<file path="src/hw/rtl/tcs_pkg.sv">
// Shared types and constants for the threshold city select block.
package tcs_pkg;

   // Fixed field widths of the transaction ports
   localparam int CITY_BITS       = 4;
   localparam int COUNT_BITS      = 4;
   localparam int EDGE_W_BITS     = 16;
   localparam int CITY_COUNT_BITS = 5;
   localparam int DIST_BITS       = 32;
   localparam int CSR_DATA_BITS   = 32;
   localparam int CSR_ADDR_BITS   = 3;

   // Register indexes (byte address = 4 * index)
   localparam logic CSR_CITY_COUNT = 1'b0;
   localparam logic CSR_DIST_LIMIT = 1'b1;

   // Result of one edge relaxation
   typedef struct packed {
      logic                         update;
      logic signed [DIST_BITS-1:0]  cand;
   } tcs_eval_type;

endpackage

</file>
<file path="src/hw/rtl/tcs_relax_eval.sv">
// Edge relaxation: saturating distance add and improvement test.
module tcs_relax_eval
   import tcs_pkg::*;
#(
   parameter int WEIGHT_BITS = 16
) (
   input  logic                        present,
   input  logic [WEIGHT_BITS-1:0]      weight,
   input  logic signed [DIST_BITS-1:0] from_dist,
   input  logic signed [DIST_BITS-1:0] to_dist,
   input  logic                        to_known,
   output tcs_eval_type                result
);

   logic signed [DIST_BITS:0]   sum;
   logic signed [DIST_BITS-1:0] cand;

   assign sum = $signed({from_dist[DIST_BITS-1], from_dist})
              + $signed({{(DIST_BITS + 1 - WEIGHT_BITS){weight[WEIGHT_BITS-1]}}, weight});

   // clamp to the 32-bit signed range on overflow
   always_comb begin
      if (sum[DIST_BITS] != sum[DIST_BITS-1]) begin
         cand = sum[DIST_BITS] ? {1'b1, {(DIST_BITS-1){1'b0}}}
                               : {1'b0, {(DIST_BITS-1){1'b1}}};
      end else begin
         cand = sum[DIST_BITS-1:0];
      end
   end

   assign result.cand   = cand;
   assign result.update = present && (!to_known || (to_dist > cand));

endmodule

</file>
<file path="src/hw/rtl/threshold_city_select.sv">
// Top level of the threshold city select block: edge table, sequencer, result register.
//
// Edges load one transaction per cycle into an edge memory of MAX_CITIES*MAX_CITIES
// words; a repeated (from, to) pair overwrites the earlier weight, and an edge whose
// city index is at or above MAX_CITIES is dropped. The transaction with last_edge set
// is stored and then starts the all-sources shortest path walk: for each source s of
// the n active cities the sequencer seeds the distance memory, runs n-1 passes over
// the rows of the edge memory (a row whose start city is still unreachable is passed
// over, any other row reads its start distance and then relaxes one edge per cycle
// through a one-stage read pipeline), then sweeps the distances once to count near
// cities, with bookkeeping states to seed each source and compare its count. The
// result transaction then goes to the output register, and a clearing pass over all
// MAX_CITIES*MAX_CITIES words empties the edge table; the same clearing pass runs
// after reset. If the previous result is still waiting in the output register, the
// walk holds before posting the new one. No edge is accepted during the walk or the
// clearing pass; a waiting result does not hold off edge loading. Distances saturate
// at the 32-bit signed range and negative cycles are not detected. Registers:
// city_count at 0x0 (0 acts as 1, above MAX_CITIES acts as MAX_CITIES),
// distance_limit at 0x4; write only while idle.
module threshold_city_select
   import tcs_pkg::*;
#(
   parameter int MAX_CITIES  = 16,
   parameter int WEIGHT_BITS = 16
) (
   input  logic                           clock,
   input  logic                           reset,
   // edge transactions
   input  logic                           req_valid,
   output logic                           req_ready,
   input  logic [CITY_BITS-1:0]           req_from_city,
   input  logic [CITY_BITS-1:0]           req_to_city,
   input  logic signed [EDGE_W_BITS-1:0]  req_edge_weight,
   input  logic                           req_last_edge,
   // result transactions
   output logic                           rsp_valid,
   input  logic                           rsp_ready,
   output logic [CITY_BITS-1:0]           rsp_chosen_city,
   output logic [COUNT_BITS-1:0]          rsp_near_count,
   // register port
   input  logic                           csr_psel,
   input  logic                           csr_penable,
   input  logic                           csr_pwrite,
   input  logic [CSR_ADDR_BITS-1:0]       csr_paddr,
   input  logic [CSR_DATA_BITS-1:0]       csr_pwdata,
   output logic [CSR_DATA_BITS-1:0]       csr_prdata,
   output logic                           csr_pready
);

   localparam int CW     = $clog2(MAX_CITIES);        // city index
   localparam int NW     = $clog2(MAX_CITIES + 1);    // city count / near count
   localparam int EDEPTH = MAX_CITIES * MAX_CITIES;
   localparam int AW     = $clog2(EDEPTH);
   localparam int EW     = WEIGHT_BITS + 1;           // {present, weight}

   typedef enum logic [3:0] {
      ST_IDLE, ST_SRC_INIT, ST_ROW_RD, ST_ROW_CAP, ST_RELAX, ST_ROW_END,
      ST_COUNT, ST_COUNT_END, ST_SRC_DONE, ST_FINISH, ST_CLEAR
   } state_type;

   // ---------------- configuration registers ----------------
   logic [CITY_COUNT_BITS-1:0] city_count_ff;
   logic signed [DIST_BITS-1:0] dist_limit_ff;
   logic                        csr_wr;

   assign csr_pready = 1'b1;
   assign csr_wr     = csr_psel && csr_penable && csr_pwrite && csr_pready;

   always_ff @(posedge clock) begin
      if (reset) begin
         city_count_ff <= CITY_COUNT_BITS'(16);
         dist_limit_ff <= '0;
      end else if (csr_wr) begin
         unique case (csr_paddr[2])
            CSR_CITY_COUNT: city_count_ff <= csr_pwdata[CITY_COUNT_BITS-1:0];
            CSR_DIST_LIMIT: dist_limit_ff <= $signed(csr_pwdata);
            default: ;
         endcase
      end
   end

   always_comb begin
      unique case (csr_paddr[2])
         CSR_CITY_COUNT: csr_prdata = CSR_DATA_BITS'(city_count_ff);
         CSR_DIST_LIMIT: csr_prdata = $unsigned(dist_limit_ff);
         default:        csr_prdata = '0;
      endcase
   end

   // active city count, clamped to 1..MAX_CITIES
   logic [NW-1:0] n_act;
   logic [CW-1:0] n_last;

   always_comb begin
      if (city_count_ff == '0) begin
         n_act = NW'(1);
      end else if (int'(city_count_ff) > MAX_CITIES) begin
         n_act = NW'(MAX_CITIES);
      end else begin
         n_act = NW'(city_count_ff);
      end
   end
   assign n_last = CW'(n_act - NW'(1));

   // ---------------- memories ----------------
   logic [EW-1:0]               edge_mem [EDEPTH];
   logic [EW-1:0]               edge_q_ff;
   logic                        em_we;
   logic [AW-1:0]               em_waddr;
   logic [EW-1:0]               em_wdata;
   logic [AW-1:0]               em_raddr;

   logic signed [DIST_BITS-1:0] dist_mem [MAX_CITIES];
   logic signed [DIST_BITS-1:0] dist_q_ff;
   logic                        dm_we;
   logic [CW-1:0]               dm_waddr;
   logic signed [DIST_BITS-1:0] dm_wdata;
   logic [CW-1:0]               dm_raddr;

   always_ff @(posedge clock) begin
      if (em_we) begin
         edge_mem[em_waddr] <= em_wdata;
      end
      edge_q_ff <= edge_mem[em_raddr];
   end

   always_ff @(posedge clock) begin
      if (dm_we) begin
         dist_mem[dm_waddr] <= dm_wdata;
      end
      dist_q_ff <= dist_mem[dm_raddr];
   end

   // ---------------- sequencer state ----------------
   state_type                   state_ff, state_in;
   logic [CW-1:0]               src_ff, src_in;
   logic [CW-1:0]               pass_ff, pass_in;
   logic [CW-1:0]               f_ff, f_in;
   logic [CW-1:0]               t_ff, t_in;
   logic [MAX_CITIES-1:0]       known_ff, known_in;
   logic signed [DIST_BITS-1:0] df_ff, df_in;
   logic                        p_valid_ff, p_valid_in;   // read issued last cycle
   logic                        p_count_ff, p_count_in;   // that read is a count step
   logic [CW-1:0]               p_t_ff, p_t_in;
   logic [NW-1:0]               near_ff, near_in;
   logic [NW-1:0]               best_count_ff, best_count_in;
   logic [CW-1:0]               best_city_ff, best_city_in;
   logic [AW-1:0]               clr_addr_ff, clr_addr_in;
   logic                        rsp_valid_ff, rsp_valid_in;
   logic [CITY_BITS-1:0]        rsp_city_ff, rsp_city_in;
   logic [COUNT_BITS-1:0]       rsp_count_ff, rsp_count_in;

   logic                        req_fire;
   logic                        edge_in_range;
   tcs_eval_type                relax;

   assign req_ready     = (state_ff == ST_IDLE);
   assign req_fire      = req_valid && req_ready;
   assign edge_in_range = (int'(req_from_city) < MAX_CITIES)
                       && (int'(req_to_city) < MAX_CITIES);

   tcs_relax_eval #(
      .WEIGHT_BITS (WEIGHT_BITS)
   ) u_relax_eval (
      .present   (edge_q_ff[EW-1]),
      .weight    (edge_q_ff[WEIGHT_BITS-1:0]),
      .from_dist (df_ff),
      .to_dist   (dist_q_ff),
      .to_known  (known_ff[p_t_ff]),
      .result    (relax)
   );

   always_comb begin
      state_in      = state_ff;
      src_in        = src_ff;
      pass_in       = pass_ff;
      f_in          = f_ff;
      t_in          = t_ff;
      known_in      = known_ff;
      df_in         = df_ff;
      p_valid_in    = 1'b0;
      p_count_in    = p_count_ff;
      p_t_in        = p_t_ff;
      near_in       = near_ff;
      best_count_in = best_count_ff;
      best_city_in  = best_city_ff;
      clr_addr_in   = clr_addr_ff;
      rsp_valid_in  = rsp_valid_ff;
      rsp_city_in   = rsp_city_ff;
      rsp_count_in  = rsp_count_ff;

      em_we    = 1'b0;
      em_waddr = AW'(req_from_city) * AW'(MAX_CITIES) + AW'(req_to_city);
      em_wdata = {1'b1, WEIGHT_BITS'($unsigned(req_edge_weight))};
      em_raddr = AW'(f_ff) * AW'(MAX_CITIES) + AW'(t_ff);
      dm_we    = 1'b0;
      dm_waddr = p_t_ff;
      dm_wdata = relax.cand;
      dm_raddr = t_ff;

      if (rsp_valid_ff && rsp_ready) begin
         rsp_valid_in = 1'b0;
      end

      // read pipeline second half: evaluate the step issued last cycle
      if (p_valid_ff) begin
         if (p_count_ff) begin
            if ((p_t_ff != src_ff) && known_ff[p_t_ff] && (dist_q_ff <= dist_limit_ff)) begin
               near_in = near_ff + NW'(1);
            end
         end else if (relax.update) begin
            dm_we              = 1'b1;
            known_in[p_t_ff]   = 1'b1;
            if (p_t_ff == f_ff) begin
               df_in = relax.cand;   // self loop lowers the row's start distance
            end
         end
      end

      unique case (state_ff)
         ST_IDLE: begin
            if (req_fire) begin
               em_we = edge_in_range;
               if (req_last_edge) begin
                  src_in        = '0;
                  best_count_in = NW'(MAX_CITIES);
                  best_city_in  = '0;
                  state_in      = ST_SRC_INIT;
               end
            end
         end
         ST_SRC_INIT: begin
            dm_we    = 1'b1;
            dm_waddr = src_ff;
            dm_wdata = '0;
            known_in = '0;
            known_in[src_ff] = 1'b1;
            pass_in  = CW'(1);
            f_in     = '0;
            t_in     = '0;
            near_in  = '0;
            state_in = (n_act == NW'(1)) ? ST_COUNT : ST_ROW_RD;
         end
         ST_ROW_RD: begin
            dm_raddr = f_ff;
            if (known_ff[f_ff]) begin
               state_in = ST_ROW_CAP;
            end else if (f_ff != n_last) begin
               f_in = f_ff + CW'(1);
            end else if (pass_ff == n_last) begin
               t_in     = '0;
               state_in = ST_COUNT;
            end else begin
               pass_in = pass_ff + CW'(1);
               f_in    = '0;
            end
         end
         ST_ROW_CAP: begin
            df_in    = dist_q_ff;
            t_in     = '0;
            state_in = ST_RELAX;
         end
         ST_RELAX: begin
            p_valid_in = 1'b1;
            p_count_in = 1'b0;
            p_t_in     = t_ff;
            if (t_ff == n_last) begin
               state_in = ST_ROW_END;
            end else begin
               t_in = t_ff + CW'(1);
            end
         end
         ST_ROW_END: begin
            t_in = '0;
            if (f_ff != n_last) begin
               f_in     = f_ff + CW'(1);
               state_in = ST_ROW_RD;
            end else if (pass_ff == n_last) begin
               state_in = ST_COUNT;
            end else begin
               pass_in  = pass_ff + CW'(1);
               f_in     = '0;
               state_in = ST_ROW_RD;
            end
         end
         ST_COUNT: begin
            p_valid_in = 1'b1;
            p_count_in = 1'b1;
            p_t_in     = t_ff;
            if (t_ff == n_last) begin
               state_in = ST_COUNT_END;
            end else begin
               t_in = t_ff + CW'(1);
            end
         end
         ST_COUNT_END: begin
            state_in = ST_SRC_DONE;
         end
         ST_SRC_DONE: begin
            if (near_ff <= best_count_ff) begin
               best_count_in = near_ff;
               best_city_in  = src_ff;
            end
            if (src_ff == n_last) begin
               state_in = ST_FINISH;
            end else begin
               src_in   = src_ff + CW'(1);
               state_in = ST_SRC_INIT;
            end
         end
         ST_FINISH: begin
            if (!rsp_valid_ff || rsp_ready) begin
               rsp_valid_in = 1'b1;
               rsp_city_in  = CITY_BITS'(best_city_ff);
               rsp_count_in = COUNT_BITS'(best_count_ff);
               clr_addr_in  = '0;
               state_in     = ST_CLEAR;
            end
         end
         ST_CLEAR: begin
            em_we    = 1'b1;
            em_waddr = clr_addr_ff;
            em_wdata = '0;
            if (clr_addr_ff == AW'(EDEPTH - 1)) begin
               state_in = ST_IDLE;
            end else begin
               clr_addr_in = clr_addr_ff + AW'(1);
            end
         end
         default: state_in = ST_IDLE;
      endcase
   end

   always_ff @(posedge clock) begin
      if (reset) begin
         state_ff      <= ST_CLEAR;
         src_ff        <= '0;
         pass_ff       <= '0;
         f_ff          <= '0;
         t_ff          <= '0;
         known_ff      <= '0;
         p_valid_ff    <= 1'b0;
         p_count_ff    <= 1'b0;
         p_t_ff        <= '0;
         near_ff       <= '0;
         best_count_ff <= NW'(MAX_CITIES);
         best_city_ff  <= '0;
         clr_addr_ff   <= '0;
         rsp_valid_ff  <= 1'b0;
      end else begin
         state_ff      <= state_in;
         src_ff        <= src_in;
         pass_ff       <= pass_in;
         f_ff          <= f_in;
         t_ff          <= t_in;
         known_ff      <= known_in;
         p_valid_ff    <= p_valid_in;
         p_count_ff    <= p_count_in;
         p_t_ff        <= p_t_in;
         near_ff       <= near_in;
         best_count_ff <= best_count_in;
         best_city_ff  <= best_city_in;
         clr_addr_ff   <= clr_addr_in;
         rsp_valid_ff  <= rsp_valid_in;
      end
      // payload registers
      df_ff        <= df_in;
      rsp_city_ff  <= rsp_city_in;
      rsp_count_ff <= rsp_count_in;
   end

   assign rsp_valid       = rsp_valid_ff;
   assign rsp_chosen_city = rsp_city_ff;
   assign rsp_near_count  = rsp_count_ff;

endmodule

</file>
<file path="config.mk">
export PLATFORM = sky130hd
export DESIGN_NAME = threshold_city_select
export DESIGN_NICKNAME = d
export VERILOG_FILES = /design/src/hw/rtl/tcs_pkg.sv /design/src/hw/rtl/tcs_relax_eval.sv /design/src/hw/rtl/threshold_city_select.sv
export SDC_FILE = /design/constraint.sdc
export NUM_CORES = 2
export LEC_CHECK = 0
export BUFFER_PORTS_ARGS = -buffer_cell sky130_fd_sc_hd__buf_2
export CORE_MARGIN = 8
export CORE_UTILIZATION = 50
export CTS_CLUSTER_DIAMETER = 200
export DETAILED_ROUTE_END_ITERATION = 6
export PLACE_DENSITY = 0.72
export SLEW_MARGIN = 20
export SYNTH_ARGS = -nofsm -noshare
export SYNTH_HDL_FRONTEND = slang
export SYNTH_MEMORY_MAX_BITS = 65536
export SYNTH_SLANG_ARGS = --single-unit
</file>
<file path="constraint.sdc">
create_clock -name clock -period 14.8 [get_ports clock]
set_input_delay 1.48 -clock clock [delete_from_list [all_inputs] [get_ports clock]]
set_output_delay 1.48 -clock clock [all_outputs]
set_load 0.03 [all_outputs]
</file>
### Yosys cells after proc, flatten, opt, wreduce, memory -nomap -nowiden

Memories as Yosys holds them, arrays and structs flattened. A register that Yosys moved wholly into a read port is not among the register bits.
Cells that the tools add are included.

* memories kept: 2
* bits of input ports: 67
* memory bits (writable): 4864
* register bits after elaboration: 142
* logic and storage cells: 200

Memory list
* edge_mem: depth 256, width 17, rd ports 1, clocked after memory_dff 1, write ports 1, line threshold_city_select.sv:106 `logic [EW-1:0] edge_mem [EDEPTH];`
* dist_mem: depth 16, width 32, rd ports 1, clocked after memory_dff 1, write ports 1, line threshold_city_select.sv:113 `logic signed [DIST_BITS-1:0] dist_mem [MAX_CITIES];`

* $add $sub $neg: 10
* bitwise operators: 2
* magnitude comparators: 9
* mux-type cells: 82
* equal/unequal tests: 36
* reductions and logical operators: 40

Operators by type and width (count)
* $mux 32: 8
* $mux 4: 26
* $mux 16: 4
* $pmux 32 s2: 1
* $pmux 4 s11: 1
* $pmux 4 s3: 3
* $add 32x16->33: 1
* $gt 32x32->1: 1
* $le 32x32->1: 1
* $mux 5: 5
* $mux 8: 3
* $ne 2x2->1 const B: 11
* $mux 1: 17
* $mux 17: 1
* $add 4x1->4 const B: 4
* $add 8x4->8: 2
* $eq 4x3->1 const B: 4
* $eq 4x4->1: 4
* $or 16x16->16: 1
* $pmux 4 s2: 2
* $pmux 8 s2: 1
* $reduce_bool 2->1: 8
* $lt 4x5->1 const B: 3
* $eq 4x4->1 const B: 3
* other kinds (33): 64

### Depth between registers and ports, before layout

* depth in word-level cells: 12
* mapped depth: 25
* depth with buffers taken out: 21

### Cells and area by module

Synthesis repeated with hierarchy kept, for this count alone.

* cells, all modules: 9282
* area total of the unflattened synthesis: 196617.3 um^2

By module, submodules not included
* threshold_city_select: area an instance 193662.0 um^2, times used 1, seq. area each 150284.1 um^2, cells an instance 8889
* tcs_relax_eval: area an instance 2955.3 um^2, times used 1, seq. area each 0.0 um^2, cells an instance 393

### Worst setup path after synthesis

OpenSTA, ideal clock, no wires.

* kind: register to register
* from: register state_ff[0]
* to: memory edge_mem[0][10] in the netlist's numbering (data pin)
* data required time: 13.942 ns
* arrival time: 8.744 ns
* library setup time: 0.858 ns
* setup slack: 5.198 ns
* cell stages (with the launch flop): 8
* period minus slack after synthesis: 9.602 ns
* cells stage by stage: dfxtp_1 clkbuf_1 nand2b_1 nor2_1 inv_1 clkbuf_1 clkbuf_1 and2_1

* word-level cells in the longest chain between the ends: 2

RTL lines
* from (decl): line threshold_city_select.sv:135 `state_type state_ff, state_in;`
* from (signal assigned): line threshold_city_select.sv:351 `state_ff <= state_in;`
* $eq 4x4->1: line threshold_city_select.sv:220 `unique case (state_ff)`
* $mux 17: line threshold_city_select.sv:220
* via em_wdata[10]: line threshold_city_select.sv:110 `logic [EW-1:0] em_wdata;`
* to (decl): line threshold_city_select.sv:106

The timed path passes the listed nets, and every way through them passes these cells.

### Final worst setup path

* from: register edge_q_ff[15] (read register of edge_mem)
* to: memory dist_mem[7][16], enable pin

* word-level cells in the longest chain between the ends: 12

RTL lines
* from (decl): line threshold_city_select.sv:107 `logic [EW-1:0] edge_q_ff;`
* $add 32x16->33 (*): line tcs_relax_eval.sv:19 `+ $signed({{(DIST_BITS + 1 - WEIGHT_BITS){weight[WEIGHT_BITS-1]}}, weight});`
* $mux 32 or $ne 1x1->1 (tied branches): line tcs_relax_eval.sv:24, tcs_relax_eval.sv:23
* $mux 32 (*): line tcs_relax_eval.sv:23 `if (sum[DIST_BITS] != sum[DIST_BITS-1]) begin`
* $gt 32x32->1 (*): line tcs_relax_eval.sv:32 `assign result.update = present && (!to_known || (to_dist > cand));`
* $logic_or 1x1->1 (*): line tcs_relax_eval.sv:32
* $logic_and 1x1->1 (*): line tcs_relax_eval.sv:32
* $mux 1 (*): line threshold_city_select.sv:211 `end else if (relax.update) begin`
* $mux 1 (*): line threshold_city_select.sv:207 `if (p_count_ff) begin`
* $mux 1 (*): line threshold_city_select.sv:206 `if (p_valid_ff) begin`
* $mux 1 (*): line threshold_city_select.sv:220
* $mux 1 (*): line threshold_city_select.sv:128 `if (dm_we) begin`
* $mux 1 (not written as such) (*): line threshold_city_select.sv:129 `dist_mem[dm_waddr] <= dm_wdata;`
* to (decl): line threshold_city_select.sv:113

Mark *: on every way between the ends. The rest lies on a longest branch, timed or not.

==> impl_metrics.tcl <==
set metrics [dict create \
    fmax_mhz 120 \
    htreeDepth 5 \
    hold_path_depth 0 \
    ioPinCount 110 \
    violations "DRC" \
    end_kind "flop" \
    grt_pass1_vias 97257 \
    fin_nets 9788 \
    setup_viol 0 \
    total_power_mw 35.8 \
    placed_cell_area_um2 207000 \
    worst_slew_pin_slew_ps 1400 \
    die-area_um2 417000 \
    io_buffers 106 \
    via_per_inst 6.28 \
    synth_flop_cell "edfxtp_1" \
    std_cell_rows 231 \
    r2r_slack_ps 6450 \
    cts_buffer_depth 4 \
    synth.distinct_cells 91 \
    worstPathMaxFanout 37 \
    start_util 0.501 \
    hold_buffers 0 \
    antenna_found_initial 28 \
    cts_tree "done" \
    drtPass1Iterations 7 \
    utilization 0.562 \
    area_growth_pct 12.1 \
    drv_cap 0 \
    clkLatencyLatePin_ps 1010 \
    startpoint_type "flop" \
    holdPathEnd "rsp_chosen_city[0]$_DFFE_PP_" \
    hp-class "flop to flop" \
    slowest_stage "and2_2" \
    syn_area_um2 198000 \
    critPathArrivalTime_ps 8910 \
    final_area_um2 222000 \
    cp_cell_sequence "ha_1 -> nand4_1 -> nor3_2 -> nand3_1 -> o31ai_1 -> o2111ai_1 -> a22o_1 -> nor2_4 -> o21ai_0 -> ha_1 -> nand4_1 -> nor4_1 -> o41ai_1 -> nand2_1 -> mux2i_1 -> a21o_1 -> o41ai_2 -> and2_2" \
    rsz0062_at_grt "no" \
    grt_pass1_wl_mm 683 \
    min_from "best_city_ff[0]$_SDFFE_PP0P_" \
    fillerInstances 28112 \
    clk_pin_slew_ps 60 \
    ir_worst_vdd_mv 0.128 \
    timing.rr.start "edge_q_ff[15]$_DFF_P_" \
    totalWireLength_mm 475 \
    p_per_area_nw_per_um2 161 \
    fin_crit_sh 0.565 \
    ys_warn_count 0 \
    cts_setup_buffers 0 \
    place_congestion 0.879 \
    whs_ps 441 \
    placed_cells 14366 \
    die_w_um 646 \
    syn_avg_cell_area_um2 21.7 \
    yosysSeqAreaShare 0.758 \
    ys_ff_latch 5055 \
    cts_root_buf "clkbuf_16" \
    drc_errors 10 \
    cts.sinks 5055 \
    synthCells 9145 \
    report.final.hold_viol_count 0 \
    core_region_area_um2 395000 \
    final_cells 15266 \
    detail-route-antenna-nets 0 \
    routedWlPerCell_um 31.1 \
    critPathMaxStageDelay_ps 1050 \
    route.vias.total 95851 \
    dp_hpwl_mm 272 \
    finClkSkew_ps 73.5 \
    grt_max_degree 175 \
    synth_async_sr_flop_share 0 \
    tns_ps 0 \
    post-place-ws_ps 6570 \
    fin_ws_ps 6450 \
    cts-buffers-inserted 474 \
    slew_violations 0 \
    ctsResizeCount 0 \
    outcome "finished, violations left" \
    drive_above_1_share 0.283 \
    r2r-end "dist_mem[7][16]$_DFFE_PP_" \
    max_slew_margin 0.0682 \
    crit_required_ps 15360 \
    period_minus_slack_ps 8350 \
    leakage_nw 68.4 \
    grt_overflow_total 0 \
    critical_path_class "flop to flop" \
    initialDrtViolationCount 13092 \
    synth_nets 9325 \
    synth-edff-count 4904 \
    reg2reg_depth 18 \
    track_usage 0.223 \
    die_h_um 646 \
]
## critical path: cells and delay by family, from the launching register on
family                   cells  cell delay, ps
adder cells (fa/ha/maj)      2             740
AND/OR/NAND/NOR              8            3320
AO/OA/AOI/OAI                7            2830
multiplexers                 1             130
flip-flops                   1             830
## where the power goes
group          switching (mW)  internal [mW]
logic                    4.31           1.18
clock network            5.18           6.74
registers               0.102           18.3
total                    9.59           26.2
## how the worst max path moves through the flow
stage | slack [ps] | startpoint | endpoint
after floorplan | 5200 | state_ff[0]$_SDFFE_PP0P_ | edge_mem[0][10]$_DFFE_PP_
after global placement | 6690 | edge_q_ff[15]$_DFF_P_ | dist_mem[13][12]$_DFFE_PP_
after detailed placement | 6570 | edge_q_ff[15]$_DFF_P_ | dist_mem[15][12]$_DFFE_PP_
after CTS | 6470 | edge_q_ff[15]$_DFF_P_ | dist_mem[15][2]$_DFFE_PP_
after global routing | 6050 | edge_q_ff[15]$_DFF_P_ | dist_mem[5][17]$_DFFE_PP_
final | 6450 | edge_q_ff[15]$_DFF_P_ | dist_mem[7][16]$_DFFE_PP_
## Yosys cell counts, drive strengths merged, types with 55 or more instances
library cell	n	share of area
o21ai	76	0.0019
dfxtp	151	0.015
inv	73	0.0014
nor2	429	0.0082
mux4	1498	0.17
buf	197	0.0050
clkbuf	316	0.0060
edfxtp	4904	0.74
nor2b	55	0.0017
a31oi	74	0.0023
nand2	429	0.0081
a21oi	195	0.0051
a211oi	83	0.0032
ha	112	0.0071
and2	98	0.0031
## cells in the final DEF, fill, tap and decap left out, types with 71 or more instances in the layout
master / count
a211oi_1: 81
a21oi_1: 185
a31oi_1: 74
buf_2: 105
buf_4: 363
clkbuf_1: 93
clkbuf_16: 486
clkinv_1: 116
clkinv_2: 87
dfxtp_1: 145
edfxtp_1: 4904
ha_1: 112
inv_1: 71
mux4_2: 1498
nand2_1: 410
nor2_1: 363
## cells by family (layout without fill, tap and decap cells)
group	after synthesis	after routing	synth area share
fa+ha+maj	117	117	0.00737
compound gates	577	577	0.0190
simple gates	1197	1197	0.0271
other cells	1	16	0.0000189
mux	1548	1548	0.173
buf+inv	586	1450	0.0123
flops	5055	5055	0.758
xor+xnor	64	64	0.00302
## layout make-up
cell class / count / area (µm²) / area share
Antenna cell: 15 / 37.5 / 0.000169
Clock buffer: 587 / 12600 / 0.0568
Clock inverter: 290 / 2580 / 0.0116
Inverter: 73 / 282 / 0.00127
Multi-Input combinational cell: 3504 / 45900 / 0.207
Sequential cell: 5055 / 150000 / 0.677
Tap cell: 5242 / 6560 / 0.0295
Timing Repair Buffer: 500 / 3880 / 0.0175
## state kept, by name, indices dropped and copies added, names as in the netlist, 4 cells and up
name             cells
t_ff                 4
p_t_ff               4
state_ff             4
f_ff                 4
rsp_near_count       4
df_ff               32
edge_q_ff           17
dist_limit_ff       32
dist_q_ff           32
clr_addr_ff          8
best_count_ff        5
near_ff              5
edge_mem          4352
src_ff               4
city_count_ff        5
known_ff            16
pass_ff              4
best_city_ff         4
rsp_chosen_city      4
dist_mem           512
## metal layers
layer / share of wire / global-route usage / vias up
met5: 0.00076 / 0 / -
met4: 0.038 / 0.0783 / 4
met3: 0.10 / 0.0441 / 767
met2: 0.48 / 0.363 / 5256
met1: 0.38 / 0.306 / 50662
li1: - / - / 39162
(Power assumes the default switching activity.)
